[config.mk]
export PLATFORM = sky130hd
export DESIGN_NAME = sn2d_front_flat
export DESIGN_NICKNAME = d
export VERILOG_FILES = /design/src/rtl/core/sn2d_pkg.sv /design/src/rtl/core/sn2d_in_if.sv /design/src/rtl/core/sn2d_front.sv /design/src/flat_wrapper.sv
export SDC_FILE = /design/constraint.sdc
export NUM_CORES = 1
export LEC_CHECK = 0
export ABC_CLOCK_PERIOD_IN_PS = 6600
export BUFFER_PORTS_ARGS = -buffer_cell sky130_fd_sc_hd__buf_2
export CAP_MARGIN = 20
export CORE_MARGIN = 2
export CORE_UTILIZATION = 48
export CTS_CLUSTER_DIAMETER = 100
export DETAILED_ROUTE_END_ITERATION = 8
export PLACE_DENSITY_LB_ADDON = 0.25
export SLEW_MARGIN = 15
export SYNTH_ARGS = -nofsm -noshare
export SYNTH_HDL_FRONTEND = slang
export SYNTH_SLANG_ARGS = --single-unit
[constraint.sdc]
create_clock -name i_clk -period 6.6 [get_ports i_clk]
set_clock_uncertainty 0.15 [all_clocks]
set_input_delay 0.33 -clock i_clk [delete_from_list [all_inputs] [get_ports i_clk]]
set_output_delay 0.33 -clock i_clk [all_outputs]
set_load 0.01 [all_outputs]
[src/rtl/core/sn2d_pkg.sv]
// shared types and constants of the 2d simplex noise evaluator
package sn2d_pkg;

    localparam int COORD_FRAC = 16;
    localparam int INNER_FRAC = 24;
    localparam int SKEW_FRAC  = COORD_FRAC + 30;
    localparam int SKEW_W     = SKEW_FRAC + 8;
    localparam int OUT_SHIFT  = INNER_FRAC - 14;
    localparam int N_RD       = 5;

    localparam logic        CMD_WRITE   = 1'b1;
    localparam logic [28:0] F2_Q30      = 29'd393016784;
    localparam logic [29:0] G2_Q32      = 30'd907633384;
    localparam logic [23:0] G2_FX       = 24'd3545443;
    localparam logic [23:0] RSQ2_FX     = 24'd11863283;
    localparam logic [23:0] FX_HALF     = 24'd8388608;
    localparam logic [6:0]  NOISE_SCALE = 7'd70;
    localparam logic [7:0]  SEED_MULT   = 8'd245;
    localparam logic [15:0] NOISE_MAX   = 16'd16384;

    typedef enum logic [2:0] {
        GRAD_PP = 3'd0,
        GRAD_MP = 3'd1,
        GRAD_PM = 3'd2,
        GRAD_NN = 3'd3,
        GRAD_XP = 3'd4,
        GRAD_XN = 3'd5,
        GRAD_YP = 3'd6,
        GRAD_YN = 3'd7
    } t_grad;

    typedef struct packed {
        logic               is_wr;
        logic signed [31:0] x;
        logic signed [31:0] y;
        logic [7:0]         seed_off;
        logic [7:0]         idx;
        logic [7:0]         val;
    } t_item;

    typedef struct packed {
        logic       en;
        logic [7:0] addr;
        logic [7:0] data;
    } t_tbl_wr;

endpackage

[src/rtl/core/sn2d_in_if.sv]
// input channel of the noise evaluator
interface sn2d_in_if;
    logic               valid;
    logic               ready;
    logic               cmd;
    logic signed [31:0] x_coord;
    logic signed [31:0] y_coord;
    logic [7:0]         seed;
    logic [7:0]         table_index;
    logic [7:0]         table_value;

    modport source (output valid, cmd, x_coord, y_coord, seed, table_index, table_value,
                    input ready);
    modport sink (input valid, cmd, x_coord, y_coord, seed, table_index, table_value,
                  output ready);
endinterface

[src/rtl/core/sn2d_front.sv]
// front end: accepts items, decodes them and queues them for the back end
module sn2d_front #(
    parameter int DEPTH = 4
) (
    input  logic                i_clk,
    input  logic                i_rst_n,
    sn2d_in_if.sink             i_in,
    output sn2d_pkg::t_item     o_head,
    output logic                o_head_vld,
    input  logic                i_pop
);
    localparam int PW = $clog2(DEPTH);
    localparam int CW = $clog2(DEPTH + 1);

    sn2d_pkg::t_item r_mem [DEPTH];
    logic [PW-1:0]   r_wr_ptr, n_wr_ptr, r_rd_ptr, n_rd_ptr;
    logic [CW-1:0]   r_cnt, n_cnt;
    logic            push, pop;
    logic [15:0]     seed_prod;
    sn2d_pkg::t_item new_item;

    assign i_in.ready = (r_cnt != CW'(DEPTH));
    assign push       = i_in.valid && i_in.ready;
    assign pop        = i_pop && (r_cnt != '0);

    // seed enters the hash as seed * 1013, only the low byte matters
    assign seed_prod = {8'd0, i_in.seed} * {8'd0, sn2d_pkg::SEED_MULT};

    always_comb begin
        new_item.is_wr    = (i_in.cmd == sn2d_pkg::CMD_WRITE);
        new_item.x        = i_in.x_coord;
        new_item.y        = i_in.y_coord;
        new_item.seed_off = seed_prod[7:0];
        new_item.idx      = i_in.table_index;
        new_item.val      = i_in.table_value;
    end

    always_comb begin
        n_wr_ptr = r_wr_ptr;
        n_rd_ptr = r_rd_ptr;
        if (push) begin
            n_wr_ptr = (r_wr_ptr == PW'(DEPTH - 1)) ? '0 : r_wr_ptr + 1'b1;
        end
        if (pop) begin
            n_rd_ptr = (r_rd_ptr == PW'(DEPTH - 1)) ? '0 : r_rd_ptr + 1'b1;
        end
        case ({push, pop})
            2'b10:   n_cnt = r_cnt + 1'b1;
            2'b01:   n_cnt = r_cnt - 1'b1;
            default: n_cnt = r_cnt;
        endcase
    end

    always_ff @(posedge i_clk) begin
        if (!i_rst_n) begin
            r_wr_ptr <= '0;
            r_rd_ptr <= '0;
            r_cnt    <= '0;
        end else begin
            r_wr_ptr <= n_wr_ptr;
            r_rd_ptr <= n_rd_ptr;
            r_cnt    <= n_cnt;
        end
    end

    always_ff @(posedge i_clk) begin
        if (push) begin
            r_mem[r_wr_ptr] <= new_item;
        end
    end

    assign o_head     = r_mem[r_rd_ptr];
    assign o_head_vld = (r_cnt != '0);
endmodule

[src/flat_wrapper.sv]
// flat-port wrapper written by rule: the top's interface ports become plain ports
module sn2d_front_flat 
#(
    parameter int DEPTH = 4
)
  (i_clk, i_rst_n, o_head, o_head_vld, i_pop, i_in_valid, i_in_cmd, i_in_x_coord, i_in_y_coord, i_in_seed, i_in_table_index, i_in_table_value, i_in_ready);
  sn2d_in_if i_in_i ();
  input  logic i_clk;
  input  logic i_rst_n;
  output sn2d_pkg::t_item o_head;
  output logic o_head_vld;
  input  logic i_pop;
  input wire logic [$bits(i_in_i.valid)-1:0] i_in_valid;
  input wire logic [$bits(i_in_i.cmd)-1:0] i_in_cmd;
  input wire logic [$bits(i_in_i.x_coord)-1:0] i_in_x_coord;
  input wire logic [$bits(i_in_i.y_coord)-1:0] i_in_y_coord;
  input wire logic [$bits(i_in_i.seed)-1:0] i_in_seed;
  input wire logic [$bits(i_in_i.table_index)-1:0] i_in_table_index;
  input wire logic [$bits(i_in_i.table_value)-1:0] i_in_table_value;
  output wire logic [$bits(i_in_i.ready)-1:0] i_in_ready;
  assign i_in_i.valid = i_in_valid;
  assign i_in_i.cmd = i_in_cmd;
  assign i_in_i.x_coord = i_in_x_coord;
  assign i_in_i.y_coord = i_in_y_coord;
  assign i_in_i.seed = i_in_seed;
  assign i_in_i.table_index = i_in_table_index;
  assign i_in_i.table_value = i_in_table_value;
  assign i_in_ready = i_in_i.ready;
  sn2d_front #(.DEPTH(DEPTH)) u_core (.i_clk(i_clk), .i_rst_n(i_rst_n), .i_in(i_in_i), .o_head(o_head), .o_head_vld(o_head_vld), .i_pop(i_pop));
endmodule
# == After elaboration in Yosys (flattened, before gate mapping) ==
# Memory sizes are Yosys's and may differ from the RTL's. A register that Yosys moved wholly into a read port is not among the register bits.
# Index checks and enable logic that the tools add are counted.
# totals
ff_bits,7
latchBits,0
ramBits,356
rom_bits,0
input_bits,93
out_inout_bits,91
elab_cells,25
n_memories,1
# mem_list
name,words,width,rd,rd_clocked_by_memory_dff,wr,line,source
u_core.r_mem,4,89,1,1,1,sn2d_front.sv:15,sn2d_pkg::t_item r_mem [DEPTH];
# classes
addsub,4
n_mul,1
div,0
order_cmp,0
n_eq_ne,5
shifts,0
n_mux,7
bitwise_logic,0
reduce_logical,4
# op_table
operator,count
multiplier 8 x 5 -> 8 bit (second input constant),1
two-way mux 2 bit,4
== test 2 bit (second input constant),3
one-hot mux 3 bit (2 select lines),1
adder 2 x 1 -> 2 bit (second input constant),2
adder 3 x 1 -> 3 bit (second input constant),1
!= test 3 bit (second input constant),1
nonzero test 3 bit,1
subtractor 3 x 1 -> 3 bit (second input constant),1
== test 2 x 1 -> 1 bit (second input constant),1
logical AND 1 bit,2
two-way mux 1 bit,2
nonzero test 2 bit,1

# == Logic depth before layout (Yosys ltp) ==
# Gate-level depths: netlist (run 1).
# logic_depth
word_depth,4
depth_mapped,9
depth_no_buf,9

# == Least setup slack after synthesis (run 1) ==
# Ideal clock, no wire load.
# synth_path
kind,reg-to-reg
from,reg u_core.r_cnt[0]
to,"mem u_core.r_mem[1][0] (netlist name), enable pin"
arrival_time_ns,2.746
slack_ns,3.246
path_stages_with_launch,4
n_path_buf,1
period_less_slack_ns,3.354
path_cell_list,dfxtp_1 > or3b_1 > buf_6 > and3_1
# synth_via
elab_chain_cells,4
# synth_rtl
element,line,source
"start, declared",sn2d_front.sv:17,"logic [CW-1:0] r_cnt, n_cnt;"
"start signal, assigned",sn2d_front.sv:62,r_cnt <= n_cnt;
!= test 3 bit,sn2d_front.sv:22,assign i_in.ready = (r_cnt != CW'(DEPTH));
named net i_in_ready,flat_wrapper.sv:20,output wire logic [$bits(i_in_i.ready)-1:0] i_in_ready;
logical AND 1 bit,sn2d_front.sv:23,assign push = i_in.valid && i_in.ready;
two-way mux 1 bit,sn2d_front.sv:67,if (push) begin
two-way mux 1 bit (implied by the code),sn2d_front.sv:68,r_mem[r_wr_ptr] <= new_item;
"end, declared",sn2d_front.sv:15,
# The timed path passes the listed nets, and every way through them passes these cells.

==> impl_metrics.json, run 1 <==
{
  "p_leak_nw": 5.82,
  "htree_levels": 2,
  "synth_fp_nets": 664,
  "syn_inst": 548,
  "slew_headroom": 0.432,
  "antenna_found_initial": 1,
  "synth_most_common_cell": "edfxtp_1",
  "grt_pass1_vias": 7125,
  "grt_usage": 0.170,
  "finalHoldViolCount": 0,
  "fin_area_mm2": 0.0170,
  "seq_area_frac_synth": 0.798,
  "final_core_util": 0.609,
  "synth_common_cells": "356 x edfxtp_1, 89 x mux4_2, 18 x ha_1",
  "async_reset_ff_frac": 0,
  "initial_utilization": 0.489,
  "yosysWarnings": 0,
  "cp-endpoint": "o_head[34]",
  "required_ns": 6.12,
  "grt_first_pass_wirelength_um": 39400,
  "synth_area_leader_cell": "edfxtp_1",
  "ios": 184,
  "synthDistinctLibCells": 26,
  "viasPerCell": 5.24,
  "fp.dieH_um": 173,
  "synth.area.top_cells": "edfxtp_1 78%, mux4_2 15%, ha_1 1.7%, dfxtp_1 1.3%, fa_1 0.73%",
  "core-area_mm2": 0.0279,
  "clock_sinks": 365,
  "drv_slew": 0,
  "worst_slew_pin_slew_ns": 0.852,
  "placed_area_mm2": 0.0150,
  "power_w": 0.00603,
  "rsz0062_at_grt": "no",
  "period_share": 0.477,
  "clkPwrFrac": 0.324,
  "ys.flop_type": "edfxtp_1",
  "cp.arrival_ns": 2.67,
  "drt-initial-drc-count": 545,
  "cap_viol_max_count": 0,
  "rrSetupSlack_ns": 3.86,
  "clk_path_buf_depth": 3,
  "wl_per_cell_um": 20.3,
  "worst-setup-path-type": "flop to output port",
  "netSwitchingFraction": 0.248,
  "overflow": 0,
  "dp_slack_ns": 3.58,
  "cts_tree": "yes",
  "final_layout_size_suffix_gt1_frac": 0.384,
  "ys_seq_elements": 365,
  "syn2layout_area_growth_pct": 24.4,
  "routed_wl_um": 25200,
  "syn-mean-instance-area_um2": 24.9,
  "die-area_mm2": 0.0298,
  "syn_area_mm2": 0.0136,
  "yosysTopAreaCellShare": 0.784,
  "post-dp-hpwl_um": 14900,
  "grt_max_degree": 57,
  "fin_nets": 956,
  "num_rows": 61,
  "fin_ws_ns": 3.45,
  "outcome": "finished clean",
  "setup.worst_path.start_class": "flop",
  "fmax_mhz": 318,
  "rr_startpoint": "u_core.r_cnt[1]",
  "worstSkewPairLatency_ns": 0.51,
  "synth-edff-count": 356,
  "internal-power_w": 0.00454,
  "r2r-end": "u_core.r_mem[3][60]",
  "finalWeightedCongestion": 0.764,
  "fin_tns_setup_ns": 0,
  "drc": 0,
  "detail-route-antenna-nets": 0,
  "numPortBuffers": 183,
  "final-setup-viol-count": 0,
  "p_seq_frac": 0.477,
  "p_comb_frac": 0.199,
  "hold_path_class": "input pin to flop",
  "first_pass_iters": 4,
  "critPathMaxFanout": 34,
  "finalCriticalPeriod_ns": 3.15,
  "vias": 6508,
  "max-vdd-ir-drop_mv": 0.239,
  "p_sw_w": 0.00149,
  "clockRootBuffer": "clkbuf_16",
  "cp-end-kind": "output port",
  "clkSlewWorstSetupHoldPaths_ns": 0.06,
  "die_x_um": 173,
  "cts_made_buffers": 38,
  "ff2ff_path_depth": 3,
  "powerDensity_mw_per_mm2": 356
}
==> sequential cells by signal (all words and copies together) (netlist names), named ones only <==
signal / cells
u_core.r_cnt: 3
u_core.r_mem: 356
u_core.r_wr_ptr: 2
u_core.r_rd_ptr: 2
==> critical path, stage by stage, from the launching register on <==
cell	delay, ns
dfxtp_4	0.66
buf_4	0.65
mux4_2	0.64
buf_2	0.17
==> routing by layer <==
metal	track usage	part of all wire	vias up
li1	-	-	2895
met5	0	0	-
met2	0.289	0.50	201
met4	0.0377	0.014	0
met1	0.223	0.42	3380
met3	0.0453	0.065	32
==> through the flow <==
step,hold slack (ns),cells
floorplan,0.279,548
global placement,0.318,1094
detailed placement,0.330,1094
CTS,0.0141,1241
global route,0.0201,1242
finish,0.0360,1242
==> layout by cell type, fill, tap and decap left out, types with 3 or more instances in the layout <==
cell type	n
edfxtp_1	356
nor2_1	5
dfxtp_1	7
buf_4	7
clkinv_1	6
ha_1	18
inv_1	12
fa_1	5
mux4_2	89
xor2_1	4
and3_4	4
clkbuf_16	41
xnor2_1	3
clkinv_2	3
a21oi_1	6
clkbuf_1	11
a21o_1	3
buf_2	183
or3_1	3
dlygate4sd3_1	84
==> what timing repair did <==
action / CTS / global route
buffers inserted: 0 / 0
hold buffers: 84 / 0
gates resized for setup: 0 / 0
hold endpoints to repair: 333 / 0
==> kinds of logic (layout without fill, tap and decap cells) <==
logic type / after synthesis / in the layout / synth area share
and+or+nand+nor: 17 / 17 / 0.00652
muxes: 90 / 90 / 0.148
AOI/OAI and AO/OA: 11 / 11 / 0.00477
adders and majority gates: 23 / 23 / 0.0239
DFF: 365 / 365 / 0.798
xor gates and xnor gates: 8 / 8 / 0.00615
other: 0 / 1 / 0
buffers and inverters: 34 / 349 / 0.0134
==> layout make-up <==
type,instances,area (um^2)
fillers,1971,10900
diodes,1,2.50
flip-flops and latches,365,10900
clock inverters,11,83.8
multi-input cells,149,2600
clock buffers,52,1070
repair buffers,274,1810
well taps,378,473
inverters,12,45.0
==> power by group through the flow <==
stage          clock network, W  registers (W)  logic [W]
6_report                0.00196        0.00288    0.00120
3_3_place_gp                  0        0.00291    0.00117
2_1_floorplan                 0        0.00288   0.000814
4_1_cts                 0.00201        0.00288    0.00123
5_1_grt                 0.00210        0.00290    0.00130
3_5_place_dp                  0        0.00293    0.00119
==> worst min-delay path by stage <==
stage	depth (start not counted)	to	start	slack, ns
floorplan	0	u_core.r_mem[0][0]	i_in_table_value[0]	0.28
global placement	2	flop	u_core.r_rd_ptr[0]	0.32
detailed placement	2	flop	u_core.r_rd_ptr[0]	0.33
CTS	3	u_core.r_wr_ptr[0]	i_in_valid	0.01
global route	3	u_core.r_wr_ptr[0]	i_in_valid	0.02
finish	3	u_core.r_wr_ptr[0]	i_in_valid	0.04
Note: power is estimated with default switching activity, not from simulation.
==> run 2, diff against run 1 <==
--- a/config.mk
+++ b/config.mk
@@ -5,7 +5,7 @@
 export SDC_FILE = /design/constraint.sdc
 export NUM_CORES = 1
 export LEC_CHECK = 0
-export ABC_CLOCK_PERIOD_IN_PS = 6600
+export ABC_CLOCK_PERIOD_IN_PS = 3100
 export BUFFER_PORTS_ARGS = -buffer_cell sky130_fd_sc_hd__buf_2
 export CAP_MARGIN = 20
 export CORE_MARGIN = 2
==> constraint.sdc (replaced) <==
create_clock -name i_clk -period 3.1 [get_ports i_clk]
set_clock_uncertainty 0.15 [all_clocks]
set_input_delay 0.155 -clock i_clk [delete_from_list [all_inputs] [get_ports i_clk]]
set_output_delay 0.155 -clock i_clk [all_outputs]
set_load 0.01 [all_outputs]
==> run 2 against run 1 <==
Net effect:
- clock power grew 110%
- via count up 0.41%
- worst setup slack worse by 3.2 ns
- power increased by 110%
- design area increased by 1.1%
==> impl_metrics.json, run 2 (synthesis results as in run 1) <==
{
  "antennaDiodeCount": 0,
  "worst_slew_pin_slew_ns": 0.738,
  "clock_sinks": 365,
  "ctsResizeCount": 0,
  "largest-register": "u_core.r_mem",
  "cap_viol_max_count": 0,
  "final_layout_size_suffix_gt1_frac": 0.388,
  "num_rows": 61,
  "largest_register_ffs": 356,
  "placed_area_mm2": 0.0151,
  "fin_tns_setup_ns": 0,
  "grt_usage": 0.172,
  "clk_path_buf_depth": 3,
  "ff2ff_path_depth": 8,
  "finalWeightedCongestion": 0.738,
  "worst-setup-path-type": "input pin to flop",
  "clockRootBuffer": "clkbuf_16",
  "overflow": 0,
  "ios": 184,
  "cts_made_buffers": 38,
  "layout_commonest_cell": "edfxtp_1",
  "p_sw_w": 0.00319,
  "wl_met3_um": 1270,
  "hold_path_class": "input pin to flop",
  "clkSlewWorstSetupHoldPaths_ns": 0.06,
  "powerDensity_mw_per_mm2": 752,
  "detail-route-antenna-nets": 0,
  "viasPerCell": 5.23,
  "clkPwrFrac": 0.321,
  "p_seq_frac": 0.470,
  "cp-end-kind": "flop",
  "setup.worst_path.start_class": "input pin",
  "drc": 0,
  "syn2layout_area_growth_pct": 25.8,
  "rsz0062_at_grt": "no",
  "wl_per_cell_um": 20.1,
  "htree_levels": 2,
  "cp.arrival_ns": 2.95,
  "period_share": 0.925,
  "dr_wl_met2_um": 13000,
  "antenna_found_initial": 0,
  "post-dp-hpwl_um": 14600,
  "first_pass_iters": 4,
  "drt-initial-drc-count": 403,
  "p_comb_frac": 0.208,
  "die-area_mm2": 0.0298,
  "worstSkewPairLatency_ns": 0.50,
  "finalHoldViolCount": 0,
  "layout_common_cells": "356 x edfxtp_1, 183 x buf_2, 89 x mux4_2",
  "min_path_cells": 4,
  "grt_first_pass_wirelength_um": 39700,
  "numPortBuffers": 183,
  "reg_top3": "u_core.r_mem x356, u_core.r_cnt x3",
  "dr.max_layer_used": "met4",
  "post_cts_buffers": 0,
  "p_leak_nw": 5.89,
  "max-vdd-ir-drop_mv": 0.493,
  "hold_buffers": 88,
  "critPathMaxFanout": 6,
  "die_x_um": 173,
  "routed_wl_um": 25200,
  "netSwitchingFraction": 0.247,
  "met1_length_um": 10400,
  "drv_slew": 0,
  "internal-power_w": 0.00970,
  "grt_pass1_vias": 7219,
  "outcome": "finished clean",
  "fin_area_mm2": 0.0171,
  "fp.dieH_um": 173,
  "slew_headroom": 0.508,
  "fin_nets": 965,
  "initial_utilization": 0.489,
  "finalCriticalPeriod_ns": 2.87,
  "vias": 6535,
  "final-setup-viol-count": 0,
  "cts_tree": "yes",
  "fmax_mhz": 349,
  "core-area_mm2": 0.0279,
  "grt_max_degree": 55,
  "required_ns": 3.18
}
run 2: cell count changes in the layout (fill, tap and decap cells not counted), sizes merged:
| cell | delta |
|---|---|
| clkinvlp | +2 |
| clkbuf | -4 |
| dlygate4sd3 | +4 |
| diode | -1 |
| buf | +5 |
| clkinv | +1 |
run 2: area by class of cell:
type                    instances  area, um^2
clock inverters                14        91.3
fillers                      1969       10700
clock buffers                  48        1050
multi-input cells             149        2600
well taps                     378         473
inverters                      12        45.0
repair buffers                283        2010
flip-flops and latches        365       10900
run 2: path summary, 6_finish.rpt:
kind / start / slack, ns / to
max: i_in_seed[1] / 0.23 / u_core.r_mem[2][23]
min: i_in_seed[3] / 0.21 / u_core.r_mem[2][20]
max reg2reg: u_core.r_cnt[2] / 0.60 / u_core.r_cnt[2]
min reg2reg: u_core.r_rd_ptr[0] / 0.34 / flop
run 2: metrics by stage:
stage          setup slack (ns)  cells  hold WS, ns   util  power (W)
6_report                  0.232   1249        0.211  0.616     0.0129
5_1_grt                   0.123   1249        0.242  0.616     0.0135
4_1_cts                   0.271   1249        0.175  0.616     0.0131
3_5_place_dp              0.310   1099        0.221  0.543    0.00882
3_3_place_gp              0.321   1099        0.213  0.543    0.00873
2_1_floorplan             0.569    548        0.104      -    0.00784
run 2: per-layer routing:
| metal | track usage | up-vias |
|---|---|---|
| li1 | - | 2925 |
| met5 | 0 | - |
| met4 | 0.0516 | 0 |
| met1 | 0.219 | 3408 |
| met3 | 0.0376 | 40 |
| met2 | 0.297 | 162 |
run 2: power groups by stage:
stage	registers [W]	clock network (W)	logic (W)
floorplan	0.00610	0	0.00173
global placement	0.00614	0	0.00259
detailed placement	0.00617	0	0.00265
CTS	0.00607	0.00425	0.00275
global route	0.00610	0.00444	0.00291
finish	0.00607	0.00414	0.00268
run 2: worst max-delay path, cell delays in order:
cell	delay (ns)
dlygate4sd3_1	0.53
buf_2	0.16
inv_1	0.05
ha_1	0.33
fa_1	0.52
fa_1	0.45
ha_1	0.29
a21o_1	0.15
a21oi_1	0.17
xnor2_1	0.13
==> run 3, diff against run 2 <==
--- a/config.mk
+++ b/config.mk
@@ -12,7 +12,7 @@
 export CORE_UTILIZATION = 48
 export CTS_CLUSTER_DIAMETER = 100
 export DETAILED_ROUTE_END_ITERATION = 8
-export PLACE_DENSITY_LB_ADDON = 0.25
+export PLACE_DENSITY = 0.8
 export SLEW_MARGIN = 15
 export SYNTH_ARGS = -nofsm -noshare
 export SYNTH_HDL_FRONTEND = slang
==> run 3 against run 2 <==
Net effect:
- clock power rose by 6.5%
- count of clock-buffer cells in the layout unchanged
- combinational power decreased by 1%
- cell count about the same
- flip-flop and latch count is the same
- sequential power about the same
- hold slack worse by 0.059 ns
- via count is 0.87% higher
- fmax fell by 1.5%
- sequential share of layout area about the same
- first-iteration DRC count grew 34%
- register-to-register slack better by 0.03 ns
- largest cell class unchanged
- largest power group unchanged
==> impl_metrics.json, run 3 (synthesis results as in run 1) <==
{
  "outcome": "finished clean",
  "power_w": 0.0131,
  "antenna_found_initial": 1,
  "viasPerCell": 5.28,
  "detail-route-antenna-nets": 0,
  "netSwitchingFraction": 0.245,
  "p_seq_frac": 0.463,
  "layout_commonest_cell": "edfxtp_1",
  "layout_common_cells": "356 x edfxtp_1, 183 x buf_2, 89 x mux4_2",
  "num_rows": 61,
  "grt_usage": 0.172,
  "largest-register": "u_core.r_mem",
  "multi_input_area_mm2": 0.00260,
  "powerDensity_mw_per_mm2": 765,
  "placed_cells": 1095,
  "fin_area_mm2": 0.0171,
  "final-setup-viol-count": 0,
  "finalCriticalPeriod_ns": 2.91,
  "clockRootBuffer": "clkbuf_16",
  "finalWeightedCongestion": 0.721,
  "grt_pass1_vias": 7101,
  "critPathMaxFanout": 6,
  "ios": 184,
  "die-area_mm2": 0.0298,
  "required_ns": 3.24,
  "worstSkewPairLatency_ns": 0.51,
  "fmax_mhz": 343,
  "cp_slowest_stage_delay_ns": 0.53,
  "final-seq-area_mm2": 0.0109,
  "hold_buffers": 87,
  "cts_tree": "yes",
  "final_layout_size_suffix_gt1_frac": 0.391,
  "largest_register_ffs": 356,
  "grt_max_degree": 87,
  "cts_made_buffers": 38,
  "period_share": 0.939,
  "die_x_um": 173,
  "vias": 6592,
  "post_cts_buffers": 0,
  "first_pass_iters": 6,
  "cp.arrival_ns": 3.06,
  "wl_per_cell_um": 20.1,
  "reg_top3": "u_core.r_mem x356, u_core.r_cnt x3",
  "cp_top_family": "adder cells",
  "worst_slew_pin_slew_ns": 0.552,
  "crit_buf_inv": 3,
  "p_leak_nw": 5.90,
  "ctsResizeCount": 0,
  "finalNonFillerCells": 1248,
  "finalHoldViolCount": 0,
  "post-dp-hpwl_um": 14000,
  "drt-initial-drc-count": 541,
  "hold_path_class": "input pin to flop",
  "clock_sinks": 365,
  "dp_slack_ns": 0.223,
  "crit_path_top_delay_cell": "dlygate4sd3_1",
  "numPortBuffers": 183,
  "worst-setup-path-type": "input pin to flop",
  "nFillCells": 1883,
  "clkSlewWorstSetupHoldPaths_ns": 0.05,
  "cp-end-kind": "flop",
  "drc": 0,
  "clk_path_buf_depth": 3,
  "setup.worst_path.start_class": "input pin",
  "fin_tns_setup_ns": 0,
  "initial_utilization": 0.489,
  "fp.dieH_um": 173,
  "worstPathCellList": "dlygate4sd3_1 > buf_2 > inv_1 > ha_1 > fa_1 > fa_1 > ha_1 > a21o_1 > a21oi_1 > xnor2_1",
  "htree_levels": 2,
  "fin_ws_ns": 0.188,
  "rsz0062_at_grt": "no",
  "p_comb_frac": 0.201,
  "fin_nets": 960,
  "grt_first_pass_wirelength_um": 39800,
  "overflow": 0,
  "drv_slew": 0,
  "routed_wl_um": 25100,
  "max-vdd-ir-drop_mv": 0.825,
  "cap_viol_max_count": 0,
  "placed_area_mm2": 0.0151,
  "clkPwrFrac": 0.336,
  "syn2layout_area_growth_pct": 25.8,
  "core-area_mm2": 0.0279,
  "slew_headroom": 0.632,
  "p_sw_w": 0.00322,
  "internal-power_w": 0.00990
}
run 3: changes by cell type in the layout (fill, tap and decap cells not counted), sizes merged:
cell | previous run | this run
inv | 12 | 13
diode | 0 | 1
bufinv | 1 | 4
dlygate4sd3 | 88 | 87
buf | 195 | 191
clkinvlp | 2 | 1
run 3: power by group through the flow:
stage               logic (W)  clock network (W)  registers, W
floorplan             0.00173                  0       0.00610
global placement      0.00256                  0       0.00615
detailed placement    0.00259                  0       0.00618
CTS                   0.00270            0.00451       0.00608
global route          0.00285            0.00471       0.00611
finish                0.00264            0.00441       0.00608
run 3: metrics by stage:
step | hold WS [ns] | util
2_1_floorplan | 0.104 | -
6_report | 0.152 | 0.615
4_1_cts | 0.124 | 0.615
3_5_place_dp | 0.222 | 0.540
3_3_place_gp | 0.219 | 0.540
5_1_grt | 0.151 | 0.615
run 3: final cells by class:
class                           count  area share
Inverter                           12     0.00263
Clock buffer                       48      0.0601
Antenna cell                        1    0.000146
Sequential cell                   365       0.634
Timing Repair Buffer              278       0.113
Multi-Input combinational cell    149       0.151
Tap cell                          378      0.0276
Clock inverter                     17      0.0109
run 3: worst paths after layout:
| kind | slack [ns] | to | cells after the start | startpoint |
|---|---|---|---|---|
| worst max-delay path | 0.19 | u_core.r_mem[3][23] | 10 | i_in_seed[1] |
| worst min-delay path | 0.15 | u_core.r_mem[0][23] | 4 | i_in_seed[7] |
| worst max register to register | 0.63 | u_core.r_cnt[2] | 8 | u_core.r_cnt[2] |
| worst min register to register | 0.34 | flop | 2 | u_core.r_rd_ptr[0] |
run 3: tightest hold or removal path: cells and delay by family:
kind / cells / cell delay, ns
buffers and inverters: 1 / 0.08
xor gates and xnor gates: 3 / 0.37
run 3: layer usage:
metal | global-route usage | routed length (um) | up-vias
li1 | - | - | 2916
met1 | 0.220 | 10100 | 3429
met2 | 0.297 | 13100 | 202
met3 | 0.0369 | 1400 | 45
met4 | 0.0509 | 572 | 0
met5 | 0 | 0 | -
